**src/sv/tc_pkg.sv**
```systemverilog
// tc_pkg: shared types, constants and helper functions for the token canonicalizer.
// No dependencies.
`timescale 1ns / 1ps
`default_nettype none

package tc_pkg;

   // Output length cap, counting a held dot.
   localparam int unsigned MAX_LEN = 128;
   localparam int unsigned LEN_W   = $clog2(MAX_LEN + 1);

   localparam int unsigned FALLBACK_LEN = 7;
   localparam int unsigned STEP_W       = $clog2(FALLBACK_LEN);

   localparam logic [7:0] CH_DOT  = 8'h2E;
   localparam logic [7:0] CH_NUL  = 8'h00;
   localparam logic [7:0] CH_UP_A = 8'h41;
   localparam logic [7:0] CH_UP_Z = 8'h5A;
   localparam logic [7:0] CH_LO_A = 8'h61;
   localparam logic [7:0] CH_LO_Z = 8'h7A;
   localparam logic [7:0] CH_D0   = 8'h30;
   localparam logic [7:0] CH_D9   = 8'h39;
   localparam logic [7:0] CASE_OFFSET = 8'h20;

   // Input operation codes.
   typedef enum logic {
      OP_BYTE = 1'b0,
      OP_END  = 1'b1
   } op_type;

   // What one accepted item hands to the output serializer.
   typedef enum logic [1:0] {
      BURST_CHAR     = 2'd0,  // one character
      BURST_DOT_CHAR = 2'd1,  // held dot, then one character
      BURST_UNNAMED  = 2'd2,  // fallback name
      BURST_TERM     = 2'd3   // empty terminator
   } burst_kind_type;

   typedef struct packed {
      logic           valid;
      burst_kind_type kind;
      logic [7:0]     ch;
   } burst_type;

   function automatic logic [7:0] to_lower(input logic [7:0] c);
      logic [7:0] r;
      r = c;
      if (c >= CH_UP_A && c <= CH_UP_Z) begin
         r = c + CASE_OFFSET;
      end
      return r;
   endfunction

   function automatic logic is_alnum(input logic [7:0] c);
      return (c >= CH_LO_A && c <= CH_LO_Z) || (c >= CH_D0 && c <= CH_D9);
   endfunction

   // Characters of the fallback name "unnamed".
   function automatic logic [7:0] fallback_char(input logic [STEP_W-1:0] idx);
      logic [7:0] r;
      case (idx)
         3'd0: r = 8'h75;  // u
         3'd1: r = 8'h6E;  // n
         3'd2: r = 8'h6E;  // n
         3'd3: r = 8'h61;  // a
         3'd4: r = 8'h6D;  // m
         3'd5: r = 8'h65;  // e
         3'd6: r = 8'h64;  // d
         default: r = CH_NUL;
      endcase
      return r;
   endfunction

endpackage

`default_nettype wire

```
**src/sv/tc_chan_if.sv**
```systemverilog
// tc_chan_if: valid/ready channel interfaces for requests and responses.
// Depends on nothing.
`timescale 1ns / 1ps
`default_nettype none

interface tc_req_if;
   logic       valid;
   logic       ready;
   logic       op;
   logic [7:0] text_byte;

   modport source (output valid, output op, output text_byte, input ready);
   modport sink   (input valid, input op, input text_byte, output ready);
endinterface

interface tc_rsp_if;
   logic       valid;
   logic       ready;
   logic [7:0] out_byte;
   logic       has_char;
   logic       last;

   modport source (output valid, output out_byte, output has_char, output last,
                   input ready);
   modport sink   (input valid, input out_byte, input has_char, input last,
                   output ready);
endinterface

`default_nettype wire

```
**src/sv/tc_decode.sv**
```systemverilog
// tc_decode: classifies request bytes, keeps token state, registers one burst.
// Depends on tc_pkg.
`timescale 1ns / 1ps
`default_nettype none

module tc_decode (
   input  wire logic              clock,
   input  wire logic              reset,
   input  wire logic              req_valid,
   output      logic              req_ready,
   input  wire logic              req_op,
   input  wire logic [7:0]        req_text_byte,
   input  wire logic              burst_consume,
   output      tc_pkg::burst_type burst
);
   import tc_pkg::*;

   logic [LEN_W-1:0] length_used_ff, length_used_in;
   logic             dot_pending_ff, dot_pending_in;
   logic             after_sep_ff, after_sep_in;
   burst_type        burst_ff, burst_in;

   logic       accept;
   logic [7:0] lower;

   assign req_ready = !burst_ff.valid || burst_consume;
   assign accept    = req_valid && req_ready;
   assign lower     = to_lower(req_text_byte);

   always_comb begin
      length_used_in = length_used_ff;
      dot_pending_in = dot_pending_ff;
      after_sep_in   = after_sep_ff;
      burst_in       = burst_ff;
      if (burst_consume) begin
         burst_in.valid = 1'b0;
      end
      if (accept) begin
         if (op_type'(req_op) == OP_END) begin
            burst_in.valid = 1'b1;
            burst_in.kind  = (length_used_ff == '0) ? BURST_UNNAMED : BURST_TERM;
            burst_in.ch    = CH_NUL;
            length_used_in = '0;
            dot_pending_in = 1'b0;
            after_sep_in   = 1'b1;
         end else if (length_used_ff < LEN_W'(MAX_LEN)) begin
            if (is_alnum(lower)) begin
               burst_in.valid = 1'b1;
               burst_in.kind  = dot_pending_ff ? BURST_DOT_CHAR : BURST_CHAR;
               burst_in.ch    = lower;
               length_used_in = length_used_ff + LEN_W'(1);
               dot_pending_in = 1'b0;
               after_sep_in   = 1'b0;
            end else if (!after_sep_ff) begin
               length_used_in = length_used_ff + LEN_W'(1);
               dot_pending_in = 1'b1;
               after_sep_in   = 1'b1;
            end
         end
      end
   end

   always_ff @(posedge clock) begin
      if (reset) begin
         length_used_ff <= '0;
         dot_pending_ff <= 1'b0;
         after_sep_ff   <= 1'b1;
         burst_ff.valid <= 1'b0;
      end else begin
         length_used_ff <= length_used_in;
         dot_pending_ff <= dot_pending_in;
         after_sep_ff   <= after_sep_in;
         burst_ff.valid <= burst_in.valid;
      end
      burst_ff.kind <= burst_in.kind;
      burst_ff.ch   <= burst_in.ch;
   end

   assign burst = burst_ff;

endmodule

`default_nettype wire

```
**src/sv/tc_emit.sv**
```systemverilog
// tc_emit: walks a registered burst one response per unstalled cycle into the output register.
// Depends on tc_pkg.
`timescale 1ns / 1ps
`default_nettype none

module tc_emit (
   input  wire logic              clock,
   input  wire logic              reset,
   input  wire tc_pkg::burst_type burst,
   output      logic              burst_consume,
   output      logic              rsp_valid,
   input  wire logic              rsp_ready,
   output      logic [7:0]        rsp_out_byte,
   output      logic              rsp_has_char,
   output      logic              rsp_last
);
   import tc_pkg::*;

   logic              rsp_valid_ff, rsp_valid_in;
   logic [7:0]        out_byte_ff, out_byte_in;
   logic              has_char_ff, has_char_in;
   logic              last_ff, last_in;
   logic [STEP_W-1:0] step_ff, step_in;

   logic load;
   logic final_step;

   assign load = burst.valid && (!rsp_valid_ff || rsp_ready);

   always_comb begin
      out_byte_in = burst.ch;
      has_char_in = 1'b1;
      last_in     = 1'b0;
      final_step  = 1'b1;
      case (burst.kind)
         BURST_CHAR: begin
         end
         BURST_DOT_CHAR: begin
            final_step = (step_ff != '0);
            if (step_ff == '0) begin
               out_byte_in = CH_DOT;
            end
         end
         BURST_UNNAMED: begin
            final_step  = (step_ff == STEP_W'(FALLBACK_LEN - 1));
            out_byte_in = fallback_char(step_ff);
            last_in     = final_step;
         end
         BURST_TERM: begin
            out_byte_in = CH_NUL;
            has_char_in = 1'b0;
            last_in     = 1'b1;
         end
         default: begin
         end
      endcase
   end

   assign burst_consume = load && final_step;
   assign rsp_valid_in  = load ? 1'b1 : (rsp_ready ? 1'b0 : rsp_valid_ff);
   assign step_in       = load ? (final_step ? '0 : step_ff + STEP_W'(1)) : step_ff;

   always_ff @(posedge clock) begin
      if (reset) begin
         rsp_valid_ff <= 1'b0;
         step_ff      <= '0;
      end else begin
         rsp_valid_ff <= rsp_valid_in;
         step_ff      <= step_in;
      end
      if (load) begin
         out_byte_ff <= out_byte_in;
         has_char_ff <= has_char_in;
         last_ff     <= last_in;
      end
   end

   assign rsp_valid    = rsp_valid_ff;
   assign rsp_out_byte = out_byte_ff;
   assign rsp_has_char = has_char_ff;
   assign rsp_last     = last_ff;

endmodule

`default_nettype wire

```
**src/sv/token_canonicalizer.sv**
```systemverilog
// token_canonicalizer: top level, byte stream in, canonical token characters out.
// Depends on tc_pkg, tc_chan_if, tc_decode, tc_emit.
//
//   channel   dir  fields                        accepted when
//   req_if    in   op, text_byte                 valid && ready
//   rsp_if    out  out_byte, has_char, last      valid && ready
//
// A request transaction is classified in the cycle it is accepted; its
// responses (a burst) are held in one register and walked out one per cycle,
// unless rsp_if stalls, into the response register. A plain character gives
// one response, a held dot plus character two, the fallback name seven, the
// empty terminator one; byte transactions that emit nothing never occupy the
// burst register. req_if.ready is high when the burst register is free or its
// last response is being loaded, so a new transaction follows the previous
// burst without a gap while the response register still waits on rsp_if.
// Reset is synchronous, active high, and empties both registers.
`timescale 1ns / 1ps
`default_nettype none

module token_canonicalizer (
   input wire logic clock,
   input wire logic reset,
   tc_req_if.sink   req_if,
   tc_rsp_if.source rsp_if
);
   import tc_pkg::*;

   burst_type burst;
   logic      burst_consume;

   // Classification and token state (length, held dot, separator run).
   tc_decode u_decode (
      .clock         (clock),
      .reset         (reset),
      .req_valid     (req_if.valid),
      .req_ready     (req_if.ready),
      .req_op        (req_if.op),
      .req_text_byte (req_if.text_byte),
      .burst_consume (burst_consume),
      .burst         (burst)
   );

   // Burst serializer and response register.
   tc_emit u_emit (
      .clock         (clock),
      .reset         (reset),
      .burst         (burst),
      .burst_consume (burst_consume),
      .rsp_valid     (rsp_if.valid),
      .rsp_ready     (rsp_if.ready),
      .rsp_out_byte  (rsp_if.out_byte),
      .rsp_has_char  (rsp_if.has_char),
      .rsp_last      (rsp_if.last)
   );

   // An empty response is always the terminator.
   a_empty_is_last: assert property (@(posedge clock) disable iff (reset)
      rsp_if.valid && !rsp_if.has_char |-> rsp_if.last)
      else $error("empty response without last");

   // Characters out are lower case, digits or the dot.
   a_char_set: assert property (@(posedge clock) disable iff (reset)
      rsp_if.valid && rsp_if.has_char |->
         (rsp_if.out_byte >= CH_LO_A && rsp_if.out_byte <= CH_LO_Z) ||
         (rsp_if.out_byte >= CH_D0 && rsp_if.out_byte <= CH_D9) ||
         (rsp_if.out_byte == CH_DOT))
      else $error("response character outside canonical set");

   // A dot is never the final response of a token.
   a_no_dot_last: assert property (@(posedge clock) disable iff (reset)
      rsp_if.valid && rsp_if.has_char && rsp_if.out_byte == CH_DOT |-> !rsp_if.last)
      else $error("dot flagged last");

   // Reset leaves no response pending.
   a_reset_empty: assert property (@(posedge clock)
      reset |=> !rsp_if.valid)
      else $error("response valid after reset");

endmodule

`default_nettype wire

```
**src/flat_wrapper.sv**
```systemverilog
// flat-port wrapper written by rule: the top's interface ports become plain ports
module token_canonicalizer_flat import tc_pkg::*;
  (clock, reset, req_if_valid, req_if_op, req_if_text_byte, req_if_ready, rsp_if_valid, rsp_if_out_byte, rsp_if_has_char, rsp_if_last, rsp_if_ready);
  tc_req_if req_if_i ();
  tc_rsp_if rsp_if_i ();
  input wire logic clock;
  input wire logic reset;
  input wire logic [$bits(req_if_i.valid)-1:0] req_if_valid;
  input wire logic [$bits(req_if_i.op)-1:0] req_if_op;
  input wire logic [$bits(req_if_i.text_byte)-1:0] req_if_text_byte;
  output wire logic [$bits(req_if_i.ready)-1:0] req_if_ready;
  output wire logic [$bits(rsp_if_i.valid)-1:0] rsp_if_valid;
  output wire logic [$bits(rsp_if_i.out_byte)-1:0] rsp_if_out_byte;
  output wire logic [$bits(rsp_if_i.has_char)-1:0] rsp_if_has_char;
  output wire logic [$bits(rsp_if_i.last)-1:0] rsp_if_last;
  input wire logic [$bits(rsp_if_i.ready)-1:0] rsp_if_ready;
  assign req_if_i.valid = req_if_valid;
  assign req_if_i.op = req_if_op;
  assign req_if_i.text_byte = req_if_text_byte;
  assign req_if_ready = req_if_i.ready;
  assign rsp_if_valid = rsp_if_i.valid;
  assign rsp_if_out_byte = rsp_if_i.out_byte;
  assign rsp_if_has_char = rsp_if_i.has_char;
  assign rsp_if_last = rsp_if_i.last;
  assign rsp_if_i.ready = rsp_if_ready;
  token_canonicalizer u_core (.clock(clock), .reset(reset), .req_if(req_if_i), .rsp_if(rsp_if_i));
endmodule
```
**config.mk**
```make
export PLATFORM = sky130hd
export DESIGN_NAME = token_canonicalizer_flat
export DESIGN_NICKNAME = d
export VERILOG_FILES = /design/src/sv/tc_pkg.sv /design/src/sv/tc_chan_if.sv /design/src/sv/tc_decode.sv /design/src/sv/tc_emit.sv /design/src/sv/token_canonicalizer.sv /design/src/flat_wrapper.sv
export SDC_FILE = /design/constraint.sdc
export NUM_CORES = 1
export LEC_CHECK = 0
export CAP_MARGIN = 40
export CORE_ASPECT_RATIO = 0.7
export CORE_MARGIN = 1
export CORE_UTILIZATION = 50
export DETAILED_ROUTE_END_ITERATION = 12
export DONT_BUFFER_PORTS = 1
export GPL_TIMING_DRIVEN = 1
export PLACE_DENSITY_LB_ADDON = 0.12
export REMOVE_ABC_BUFFERS = 1
export SLEW_MARGIN = 10
export SYNTH_ARGS = -nofsm -noshare
export SYNTH_HDL_FRONTEND = slang
export SYNTH_HIERARCHICAL = 1
export SYNTH_SLANG_ARGS = --single-unit
```
**constraint.sdc**
```tcl
create_clock -name clock -period 2.4 [get_ports clock]
set_clock_uncertainty 0.05 [all_clocks]
set_input_delay 0.12 -clock clock [delete_from_list [all_inputs] [get_ports clock]]
set_output_delay 0.12 -clock clock [all_outputs]
set_load 0.1 [all_outputs]
```
-- Yosys cells after proc, flatten, opt, wreduce, memory -nomap -nowiden
Cells that the tools add are included.
Widths: inputs -> output; s select.
- logic and storage cells: 80
- output and inout port bits: 12
- bits of input ports: 13
- bits in registers: 35
- equal/unequal tests: 10
- add/subtract/negate cells: 3
- reductions and logical operators: 21
- order comparisons: 7
- multiplexer cells: 28
- operators by type and width (operator ; number):
    $mux 8 ; 6
    $mux 11 ; 4
    $pmux 7 s6 ; 1
    $pmux 8 s3 ; 1
    $ge 8x7->1 const B ; 2
    $le 8x7->1 const B ; 2
    $mux 1 ; 13
    $eq 3x3->1 const B ; 3
    $add 8x1->8 const B ; 1
    $add 8x6->8 const B ; 1
    $ge 8x6->1 const B ; 1
    $le 8x6->1 const B ; 1
    $logic_not 8->1 ; 1
    $lt 8x8->1 const B ; 1
    $eq 3x2->1 const B ; 2
    $logic_and 1x1->1 ; 6
    $reduce_and 3->1 ; 2
    $reduce_bool 2->1 ; 3
    $eq 2x2->1 const B ; 2
    $pmux 1 s2 ; 2
    $add 3x1->3 const B ; 1
    $eq 3x1->1 const B ; 1
    $logic_not 3->1 ; 1
    $logic_or 1x1->1 ; 3
    7 further kinds ; 8

-- Depth between registers and ports, before layout
- word-level depth: 10
- depth in mapped cells: 10
- depth with buffers taken out: 10

-- Hierarchy
The synthesis kept the hierarchy.
- modules (own cells, without submodules) (module ; area each (um2) ; sequential area each (um2) ; times used ; cells each):
    tc_decode ; 1106.1 ; 520.5 ; 1 ; 109
    tc_emit ; 849.6 ; 380.4 ; 1 ; 82

-- Worst setup path after synthesis
OpenSTA, ideal clock, no wires.
- kind: reg-to-reg
- start: reg u_core.u_decode.burst_ff, in the netlist u_core/u_decode/burst[8]
- end: reg u_core.u_decode.length_used_ff[2]
- slack: -0.696 ns
- period minus slack after synthesis: 3.096 ns
- buffers on the path: 0
- library setup time: 0.092 ns
- stages on the path, launching flop included: 11
- required time: 2.258 ns
- data arrival time: 2.954 ns
- cells stage by stage: edfxtp_1 -> inv_1 -> ha_1 -> and2_1 -> o32ai_2 -> nor2_1 -> nand2b_1 -> nand3_2 -> nor3_1 -> nand2_1 -> o32ai_1
- longest elaborated chain between the ends: 6
- elaborated cells on any way between the ends: 7
- those cells by class: 2 x eq/ne; 1 x mux; 4 x reduce/logical
- RTL lines (what ; RTL line ; RTL):
    from (decl) ; tc_decode.sv:21 ; burst_type burst_ff, burst_in;
    $eq 2x2->1 / $eq 2x1->1 (equally long branches) ; tc_emit.sv:35 ; case (burst.kind)
    $pmux 1 s2 * ; tc_emit.sv:35 ;
    $logic_and 1x1->1 * ; tc_emit.sv:59 ; assign burst_consume = load && final_step;
    via u_core.burst_consume ; token_canonicalizer.sv:29 ; logic burst_consume;
    $logic_or 1x1->1 * ; tc_decode.sv:26 ; assign req_ready = !burst_ff.valid || burst_consume;
    via req_if_ready ; flat_wrapper.sv:11 ; output wire logic [$bits(req_if_i.ready)-1:0] req_if_ready;
    $logic_and 1x1->1 * ; tc_decode.sv:27 ; assign accept = req_valid && req_ready;
    $reduce_and 3->1 (no line) * ; n/a ;
    to (signal assigned) ; tc_decode.sv:70 ; length_used_ff <= length_used_in;
    to (decl) ; tc_decode.sv:18 ; logic [LEN_W-1:0] length_used_ff, length_used_in;
Mark *: on every way through the listed nets, which the timed path passes. The rest lies on a longest branch.
A chain may end at the register's enable or synchronous reset.

-- Final worst setup path
- start: reg u_core.u_emit.step_ff[0]
- end: reg u_core.u_decode.length_used_ff[6]
- longest elaborated chain between the ends: 6
- elaborated cells on any way between the ends: 7
- those cells by class: 1 x eq/ne; 1 x mux; 5 x reduce/logical
- RTL lines (what ; RTL line ; RTL):
    from (decl) ; tc_emit.sv:23 ; logic [STEP_W-1:0] step_ff, step_in;
    from (signal assigned) ; tc_emit.sv:69 ; step_ff <= step_in;
    $eq 3x3->1 / $reduce_bool 3->1 (equally long branches) ; tc_emit.sv:45, tc_emit.sv:39 ;
    $pmux 1 s2 * ; tc_emit.sv:35 ;
    $logic_and 1x1->1 * ; tc_emit.sv:59 ;
    via u_core.burst_consume ; token_canonicalizer.sv:29 ;
    $logic_or 1x1->1 * ; tc_decode.sv:26 ;
    $logic_and 1x1->1 * ; tc_decode.sv:27 ;
    $reduce_and 3->1 (no line) * ; n/a ;
Marks and branches as above.

==> impl_summary.log <==
[metrics] VDD IR-drop max: 286.6 µV
[metrics] fmax: 451.0 MHz
[metrics] dominant register cell in the synthesized netlist: sky130_fd_sc_hd__edfxtp_1
[metrics] Setup violations, final: 0
[metrics] overall via count from detail_route: 1483
[metrics] die height: 54.33 µm
[metrics] family of cells with the greatest summed delay on the critical path: simple AND/OR/NAND/NOR gates
[metrics] TritonCTS clock tree: built
[metrics] final hold violations: 0
[metrics] sum of net half-perimeters after detailed placement: 2790 µm
[metrics] category of the worst setup path launch point: flip-flop
[metrics] antenna violations before repair: 0
[metrics] initial core utilization: 0.5393
[metrics] x dimension of the die: 76.75 µm
[metrics] Seq/Total Area, Yosys: 0.4607
[metrics] routed wire length: 3944 µm
[metrics] Leakage Power: 0.8245 nW
[metrics] Reg2Reg Setup Slack: 0.18 ns
[metrics] Clock Path Buffers: 2
[metrics] number of slew-limit violations in the final report: 0
[metrics] area enclosed by the die boundary: 0.004169 mm²
[metrics] fraction of layout cells with a size suffix above 1: 0.1542
[metrics] cell area after synthesis: 0.001956 mm²
[metrics] aggregate global-route resource usage: 0.1975
[metrics] fraction of post-synthesis cell area in the top cell type by area: 0.3071
[metrics] wire length of the first global-routing pass: 6085 µm
[metrics] total DRC errors in the routed layout: 0
[metrics] Async SR Flop Fraction: 0
[metrics] RSZ-0062 raised after global routing: false
[metrics] total power density per cell area: 606.1 mW/mm²
[metrics] maximum capacitance violations: 0
[metrics] Slowest-stage cell, CP: sky130_fd_sc_hd__dfxtp_2
[metrics] reg-to-reg critical path startpoint: u_core/u_emit/step_ff[0]
[metrics] Antenna Nets Post-Route: 0
[metrics] number of cells on the worst hold path: 1
[metrics] Synth Register Bits: 35
[metrics] capture instance of the worst register-to-register path: u_core/u_decode/length_used_ff[6]
[metrics] share of cell area taken by muxes after synthesis: 0.005118
[metrics] final global-route overflow total: 0
[metrics] total stage count of the critical path: 11
[metrics] number of enable-type register cells in the synthesized netlist: 20
[metrics] DR iter-0 viols: 57
[metrics] status: finished clean
[metrics] number of buffer and inverter stages on the critical path: 2
[metrics] number of placement rows: 18
[metrics] cell accounting for the most synthesized area: sky130_fd_sc_hd__edfxtp_1
[metrics] time the worst path needs with I/O delays and setup: 2.217 ns
[metrics] Avg Inst Size Synth: 10.24 µm²
[metrics] largest net degree at the start of global routing: 14
[metrics] clock-pin transition on the worst setup and hold timing paths: 0.07 ns
[metrics] adder-cell share of the synthesized area: 0.07678
[metrics] ratio of routed vias to standard cells: 5.617
[metrics] hold endpoint: u_core/u_decode/burst[6]
[metrics] Final #Nets: 238
[metrics] core area: 0.003626 mm²
[metrics] critical path class: flip-flop to flip-flop
[metrics] clk sinks: 35
[metrics] Root Buffer: sky130_fd_sc_hd__clkbuf_8
[metrics] final period utilization: 0.9239
[metrics] worst reg-to-reg path cell count: 11
[metrics] largest cells by area after synthesis: sky130_fd_sc_hd__edfxtp_1 31%, sky130_fd_sc_hd__dfxtp_1 15%, sky130_fd_sc_hd__ha_1 7.7%, sky130_fd_sc_hd__inv_1 2.9%, sky130_fd_sc_hd__nand2_1 2.9%
[metrics] routed length per placed instance: 14.94 µm
[metrics] count of input and output buffers: 0
[metrics] post-placement worst setup slack: 0.03520 ns
[metrics] worst rel slew slack: 0.4055
[metrics] top-level I/O count: 25
[metrics] Unique masters post-synth: 53
[metrics] H-tree levels: 2
[metrics] total number of yosys warnings: 6
[metrics] Critical path origin: u_core/u_emit/step_ff[0]
[metrics] measured slew at the worst slew-check pin: 0.8936 ns
[metrics] compound-cell area share of the yosys netlist: 0.1887
[metrics] fin worst setup slack: 0.1825 ns
[metrics] vias in the first global route: 1369
[metrics] simple-gate share of the synthesized area: 0.2169
[metrics] largest family of logic cells by synthesized area: simple AND/OR/NAND/NOR gates
[metrics] Final Util: 0.6177
[metrics] Worst Path Arrival: 2.37 ns
[metrics] type of the tightest min-delay check: input port to flip-flop
[metrics] xor/xnor cell area share of the yosys netlist: 0
[metrics] top fanout value on the critical path: 6
[metrics] ordered cell list for the critical path: inv_1, ha_2, and2_1, o32ai_2, nor2_1, nand2b_1, and3_1, a21oi_1, buf_4, nand2_1, o21ai_0
[metrics] Layout Area Growth over Synthesis: 14.52%
[metrics] start point of the worst min-delay path: req_if_text_byte[6]
[metrics] Critical Path End Type: flip-flop
[metrics] required time of the worst setup path: 2.55 ns
[metrics] number of buffers added by the clock tree synthesis step: 5
[metrics] number of instances in the synthesized netlist: 191
[metrics] last weighted congestion value of the routability-driven placer: 0.8183
[metrics] slowest stage delay, CP: 0.36 ns
[metrics] detailed-router iteration count before antenna repair: 4
[metrics] clock latency of the later-clocked register in the worst-skew pair: 0.28 ns
[metrics] # diodes: 0
[metrics] Filler Cells Inserted: 303
## routing by layer
metal / part of all wire / wire (µm) / global-route usage / vias up
met5: 0 / 0 / 0 / -
li1: - / - / - / 742
met2: 0.47 / 1857 / 0.3259 / 37
met1: 0.47 / 1870 / 0.2365 / 700
met3: 0.042 / 164 / 0.07500 / 4
met4: 0.013 / 51 / 0.08654 / 0
## synth_stat cells (all sizes together), types with 2 or more instances
| cell type | instances |
|---|---|
| a211oi | 6 |
| ha | 12 |
| nand2 | 15 |
| nand2b | 8 |
| nor2 | 9 |
| o22ai | 4 |
| and3 | 4 |
| and2 | 6 |
| nor2b | 3 |
| a31oi | 2 |
| a21oi | 10 |
| nand4b | 3 |
| dfxtp | 15 |
| or3 | 2 |
| o21ai | 11 |
| inv | 16 |
| o2bb2ai | 2 |
| o32ai | 3 |
| or4 | 2 |
| nand4bb | 2 |
| a21o | 2 |
| edfxtp | 20 |
| o21bai | 2 |
| nor3 | 3 |
| o31ai | 2 |
| nand3 | 8 |
| nand3b | 2 |
| buf | 4 |
| nor4 | 2 |
## state kept, by name, indices dropped and copies added (netlist names)
signal,count
u_core/u_decode/dot_pending_ff,1
u_core/u_emit/rsp_out_byte,8
u_core/u_decode/length_used_ff,8
u_core/u_decode/after_sep_ff,1
u_core/u_emit/rsp_has_char,1
u_core/u_emit/rsp_valid,1
u_core/u_emit/step_ff,3
u_core/u_emit/rsp_last,1
u_core/u_decode/burst,11
## report_power, final
group	total [mW]	switching [mW]	internal [mW]
combinational	0.203	0.120	0.0828
sequential	0.766	0.0953	0.671
clock	0.388	0.190	0.197
total	1.36	0.406	0.951
## metrics by stage
stage | instances | power [mW] | setup TNS [ns] | hold WS (ns) | instance area (µm²)
3_3_place_gp | 245 | 0.9533 | 0 | 0.1369 | 2048
5_1_grt | 264 | 1.417 | 0 | 0.005376 | 2240
4_1_cts | 262 | 1.362 | 0 | 0.003421 | 2216
6_report | 264 | 1.357 | 0 | 0.01817 | 2240
2_1_floorplan | 186 | 0.9110 | -12.58 | 0.1346 | 1918
3_5_place_dp | 245 | 0.9579 | 0 | 0.1411 | 2048
## worst max path at each step
stage | end | slack, ns
finish | u_core/u_decode/length_used_ff[6] | 0.18
global placement | u_core/u_decode/length_used_ff[2] | 0.17
floorplan | u_core/u_decode/length_used_ff[2] | -0.70
CTS | u_core/u_decode/length_used_ff[3] | 0.003
global route | u_core/u_decode/length_used_ff[6] | 0.002
detailed placement | u_core/u_decode/length_used_ff[3] | 0.04
## cell families (layout without fill, tap and decap cells)
group,Yosys count,after routing
AND/OR/NAND/NOR,71,71
AO/OA/AOI/OAI,50,50
flip-flops,35,35
buffers and inverters,21,44
adder cells (fa/ha/maj),12,12
other,1,1
multiplexers,1,1
## cell usage in the layout (no fill, tap or decap), types with 4 or more instances in the layout
| master | netlist | layout |
|---|---|---|
| sky130_fd_sc_hd__edfxtp_1 | 20 | 20 |
| sky130_fd_sc_hd__a21oi_1 | 9 | 9 |
| sky130_fd_sc_hd__nor2_1 | 9 | 9 |
| sky130_fd_sc_hd__nand2_1 | 15 | 15 |
| sky130_fd_sc_hd__o22ai_1 | 4 | 4 |
| sky130_fd_sc_hd__and2_1 | 5 | 5 |
| sky130_fd_sc_hd__nand3_1 | 7 | 7 |
| sky130_fd_sc_hd__clkbuf_8 | 0 | 5 |
| sky130_fd_sc_hd__buf_4 | 0 | 12 |
| sky130_fd_sc_hd__and3_1 | 4 | 4 |
| sky130_fd_sc_hd__inv_1 | 15 | 15 |
| sky130_fd_sc_hd__o21ai_0 | 11 | 10 |
| sky130_fd_sc_hd__ha_1 | 12 | 11 |
| sky130_fd_sc_hd__nand2b_1 | 8 | 8 |
| sky130_fd_sc_hd__dlygate4sd3_1 | 0 | 8 |
| sky130_fd_sc_hd__a211oi_1 | 5 | 5 |
| sky130_fd_sc_hd__dfxtp_1 | 15 | 14 |
## area by class of cell
| type | instances | area, µm² | share of cell area |
|---|---|---|---|
| clock buffer | 6 | 72.57 | 0.03240 |
| clock inverter | 2 | 7.507 | 0.003352 |
| tap | 50 | 62.56 | 0.02793 |
| multi-input combinational | 135 | 964.7 | 0.4307 |
| timing repair buffer | 20 | 170.2 | 0.07598 |
| inverter | 16 | 60.06 | 0.02682 |
| sequential | 35 | 902.1 | 0.4028 |
## timing repair
action	CTS	global route
hold endpoints to repair	17	0
gates resized for setup	0	4
pin swaps	1	1
buffers inserted	1	2
hold buffers	8	0
setup endpoints to repair	1	7
(Power assumes the default switching activity.)
